**src/sv/ced_pkg.sv**
```systemverilog
// types and constants shared by the binding digest modules
// no dependencies
package ced_pkg;

	localparam logic [63:0] FNV_PRIME = 64'd1099511628211;
	localparam logic [63:0] SEED_AT_RESET = 64'd1469598103934665603;
	localparam logic [7:0] TEXT_END_BYTE = 8'hff;
	localparam logic [7:0] MIN_PRINTABLE = 8'h20;

	localparam logic [2:0] ST_OK = 3'd0;
	localparam logic [2:0] ST_BAD_CLAIM = 3'd1;
	localparam logic [2:0] ST_BAD_COUNT = 3'd2;
	localparam logic [2:0] ST_BAD_TEXT = 3'd3;
	localparam logic [2:0] ST_DUPLICATE = 3'd4;

	localparam logic [1:0] REF_ERR_NONE = 2'd0;
	localparam logic [1:0] REF_ERR_TEXT = 2'd1;
	localparam logic [1:0] REF_ERR_DUP = 2'd2;

	typedef struct packed {
		logic [7:0] data_byte;
		logic last_in_text;
		logic last_text;
	} in_beat_t;

	typedef struct packed {
		logic [63:0] digest;
		logic [2:0] status;
		logic [3:0] reference_count;
	} out_beat_t;

	typedef struct packed {
		logic accept;
		logic hash1;
		logic rd;
		logic chk;
		logic hash2;
		logic fin;
		logic emit;
	} ced_cmd_t;

	typedef struct packed {
		logic need_cmp;
		logic last_cmp;
		logic end_text;
		logic end_bind;
		logic out_free;
	} ced_sts_t;

	function automatic logic [63:0] fnv_mul(input logic [63:0] x);
		fnv_mul = x * FNV_PRIME;
	endfunction

endpackage

```
**src/sv/ced_ctrl.sv**
```systemverilog
// controller state machine for the binding digest
// depends on ced_pkg
module ced_ctrl import ced_pkg::*; (
	input logic clk,
	input logic arst_n,
	input logic in_valid,
	output logic in_ready,
	input ced_sts_t sts,
	output ced_cmd_t cmd
);
	typedef enum logic [2:0] {IDLE, HASH1, RD, CHK, HASH2, FIN, EMIT} state_t;
	state_t state_q;

	assign in_ready = (state_q == IDLE);

	always_comb begin
		cmd = '0;
		cmd.accept = (state_q == IDLE) && in_valid;
		cmd.hash1 = (state_q == HASH1);
		cmd.rd = (state_q == RD);
		cmd.chk = (state_q == CHK);
		cmd.hash2 = (state_q == HASH2);
		cmd.fin = (state_q == FIN);
		cmd.emit = (state_q == EMIT) && sts.out_free;
	end

	always_ff @(posedge clk or negedge arst_n) begin
		if (!arst_n) begin
			state_q <= IDLE;
		end else begin
			unique case (state_q)
				IDLE: if (in_valid) state_q <= HASH1;
				HASH1: begin
					if (sts.need_cmp) state_q <= RD;
					else if (sts.end_text) state_q <= HASH2;
					else state_q <= FIN;
				end
				RD: state_q <= CHK;
				CHK: begin
					if (!sts.last_cmp) state_q <= RD;
					else if (sts.end_text) state_q <= HASH2;
					else state_q <= FIN;
				end
				HASH2: state_q <= FIN;
				FIN: state_q <= sts.end_bind ? EMIT : IDLE;
				EMIT: if (sts.out_free) state_q <= IDLE;
				default: state_q <= IDLE;
			endcase
		end
	end
endmodule

```
**config.mk**
```make
export PLATFORM = sky130hd
export DESIGN_NAME = ced_ctrl
export DESIGN_NICKNAME = d
export VERILOG_FILES = /design/src/sv/ced_pkg.sv /design/src/sv/ced_ctrl.sv
export SDC_FILE = /design/constraint.sdc
export NUM_CORES = 1
export LEC_CHECK = 0
export BUFFER_PORTS_ARGS = -buffer_cell sky130_fd_sc_hd__buf_2
export CAP_MARGIN = 20
export CORE_AREA = 2 2 39 41
export CTS_CLUSTER_DIAMETER = 60
export DETAILED_ROUTE_END_ITERATION = 8
export DIE_AREA = 0 0 41 43
export PLACE_DENSITY = 0.48
export SYNTH_ARGS = -nofsm -noshare
export SYNTH_HDL_FRONTEND = slang
export SYNTH_SLANG_ARGS = --single-unit
```
**constraint.sdc**
```tcl
create_clock -name clk -period 1.7 [get_ports clk]
set_input_delay 0.085 -clock clk [delete_from_list [all_inputs] [get_ports clk]]
set_output_delay 0.085 -clock clk [all_outputs]
set_load 0.02 [all_outputs]
```
# After elaboration in Yosys (flattened, before gate mapping)
# Cells that the tools add are included.
# word_totals
ff_bits	3
inputBits	8
word_cells	20
# classes
eq_ne	8
mux	7
n_reduce_logical	4
# ops
operator	count
$pmux 3 s7	1
$mux 3	5
$eq 3x3->1 const B	3
$eq 3x2->1 const B	2
$ne 2x2->1 const B	2
$eq 3x1->1 const B	1
$logic_not 3->1	1
$logic_and 1x1->1	2
$reduce_and 2->1	1
$mux 1	1

# Depth between registers and ports, before layout
# logic_depth
ltp_word	3
ltp_mapped	4

# Least setup slack after synthesis
# No wires, ideal clock.
# synth_timing
kind	reg-to-output
from	register state_q[1]
to	output port cmd[6] (netlist name)
t_arrival_ns	1.315
required_time_ns	1.615
slack_ns	0.300
path_stages_with_launch	3
cell_sequence	dfrtp_1 -> nor3_1 -> and2_1
# synth_lines
element	line_no	text
from (decl)	ced_ctrl.sv:12	state_t state_q;
from (signal assigned)	ced_ctrl.sv:45	FIN: state_q <= sts.end_bind ? EMIT : IDLE;
to (decl)	ced_ctrl.sv:9	output ced_cmd_t cmd

==> out/qor.yml <==
floorplan:
  rows: 14
  dieArea_um2: 1760
  core_um2: 1380
  die_w_um: 41
  die_h_um: 43
  ioPinCount: 16
  start_util_pct: 19.6
finish:
  regMostFlops: "state_q"
  fillers: 161
  nets: 55
  diodes: 0
  largest_reg_flops: 3
  syn_to_final_growth_pct: 38.2
  design_area_um2: 375
  drive_gt1_share_pct: 50.0
  top_regs: "state_q x3"
worst_setup_path:
  cp_num_buf_inv: 1
  cp.depth: 3
  path_class: "register to output pin"
  startpoint: "state_q[1]"
  crit_slowest_cell: "dfrtp_1"
  reg2reg_from: "state_q[1]"
  crit_chain: "nor3_1 > and2_1 > buf_2"
  worstPathRequired_ps: 1620
  critPathMaxFanout: 14
  cp_top_family: "simple AND/OR/NAND/NOR gates"
  r2r_cells: 3
  cp-start-kind: "register"
  critical_path.max_stage_delay_ps: 490
  crit_arrival_ps: 1380
  endpoint_kind: "output pin"
cts:
  cts_max_path_buffers: 2
  clkTransAtPathRegs_ps: 40
  cts_tree: "done"
  clk_latency_ps: 230
  cts_buffers: 3
  cts_resized: 0
  clock-sinks: 3
  htree_levels: 1
  cts_root_buf: "clkbuf_4"
sta:
  fin_crit_sh_pct: 86.3
  setup_tns_ps: 0
  skew_ps: 0.114
  fin_crit_ps: 1470
  worst_pin_slew_ps: 352
  rsz0062_at_grt: "false"
  setup_violations: 0
  hold_viol_final: 0
  slew_viol_final: 0
  setup_slack_ps: 232
  timing.slew.headroom_pct: 76.5
  fmax_mhz: 681
routing:
  via_per_inst: 4.34
  drt_iter0_drc: 3
  ant_nets: 0
  drc: 0
  routed.top_layer: "met3"
  drt_first_pass_iters: 4
  wl_per_cell_um: 10.1
  num_vias: 269
  wl_um: 624
  wl_met1_um: 267
  wl_met3_um: 36
  met2_length_um: 321
worst_hold_path:
  hold_path.class: "input pin to register"
  min_path_cells: 3
  hp-start: "sts[2]"
global_route:
  grt_max_degree: 15
  antenna_found_initial: 0
  grt_overflow_total: 0
  grt_pass1_wl_um: 1030
  grtUsageTotal_pct: 9.05
  grt_pass1_vias: 277
placement:
  place_ws_ps: 472
  portBuffers: 15
  place_congestion: 0.644
  place_area_um2: 339
yosys:
  synth_nets: 37
  yosys_warnings: 0
  synthesis.area_um2: 272
  yosysUniqueCellTypes: 21
  synth_cells: 29
  postSynthAreaPerCell_um2: 9.36
  synth-seq-area-share_pct: 27.6
  ys_ff_latch: 3
run_status:
  outcome: "completed"
power_and_ir_drop:
  power.total_mw: 0.686
  leakage_nw: 0.197
  power.density_nw_per_um2: 1830
  peakVddDrop_v: 0.000570
job:
  cap_violations: 0
final timing paths:
check                             end  slack (ps)
setup reg to reg           state_q[2]         480
min in group asynchronous  state_q[0]         180
hold / removal             state_q[0]         170
max in group asynchronous  state_q[1]        1410
hold reg to reg            state_q[1]         720
setup / recovery               cmd[6]         230
metrics by stage:
stage                     hold WS, ps  util [%]  cells
after detailed placement         -112      24.5     57
after CTS                         167      27.1     62
after global routing              185      27.1     62
after floorplan                  -211         -     29
final                             175      27.1     62
after global placement           -112      24.5     57
final cells by class:
class	count	area (µm²)	share of cell area [%]
flip-flops and latches	3	75.1	20.0
well taps	16	20.0	5.33
repair buffers	16	85.1	22.7
inverters	1	3.75	1.00
multi-input cells	22	165	44.0
clock buffers	4	26.3	7.00
where the power goes:
group	internal (mW)	switching [mW]
logic	0.172	0.182
registers	0.107	0.0979
clock network	0.0880	0.0382
layout by cell type (no fill, tap or decap), drive strengths merged:
cell and n:
buf 15, clkbuf 4, nor3b 3, and3b 3, dfrtp 3, nor2b 2, o21ai 2, nor3 1
or3b 1, inv 1, and2 1, and4b 1, o31ai 1, nand2b 1, and3 1, or2b 1
o311ai 1, a21oi 1, a311o 1, nand2 1, dlygate4sd3 1
synth_stat cells, drive strengths merged:
library cell | instances | area (µm²)
a21oi | 1 | 8.76
a311o | 1 | 10.0
and2 | 1 | 6.26
and3 | 1 | 6.26
and3b | 3 | 30.0
and4b | 1 | 11.3
buf | 3 | 27.5
dfrtp | 3 | 75.1
inv | 1 | 3.75
nand2 | 1 | 3.75
nand2b | 1 | 6.26
nor2b | 2 | 12.5
nor3 | 1 | 5.00
nor3b | 3 | 22.5
o21ai | 2 | 10.0
o311ai | 1 | 8.76
o31ai | 1 | 7.51
or2b | 1 | 7.51
or3b | 1 | 8.76
worst min-delay path, cell delays in order:
cell and delay, ps:
buf_2 80, o31ai_1 60, and3_1 140
what timing repair did:
action	in CTS	in global routing
buffers inserted	0	0
endpoints found under the hold margin	3	0
hold buffers	1	0
logic make-up (layout without fill, tap and decap cells):
kind of cell / Yosys count / after routing / share of synthesized area [%]
AOI/OAI and AO/OA: 6 / 6 / 16.6
buffers and inverters: 4 / 21 / 11.5
DFF: 3 / 3 / 27.6
and+or+nand+nor: 16 / 16 / 44.2
layer usage:
layer  global-route usage [%]  vias to the layer above
met5                        0                        -
met4                     8.00                        0
met3                     3.14                        0
met2                     13.4                        6
met1                     9.39                      125
li1                         -                      138
Note: power is estimated with default switching activity, not from simulation.
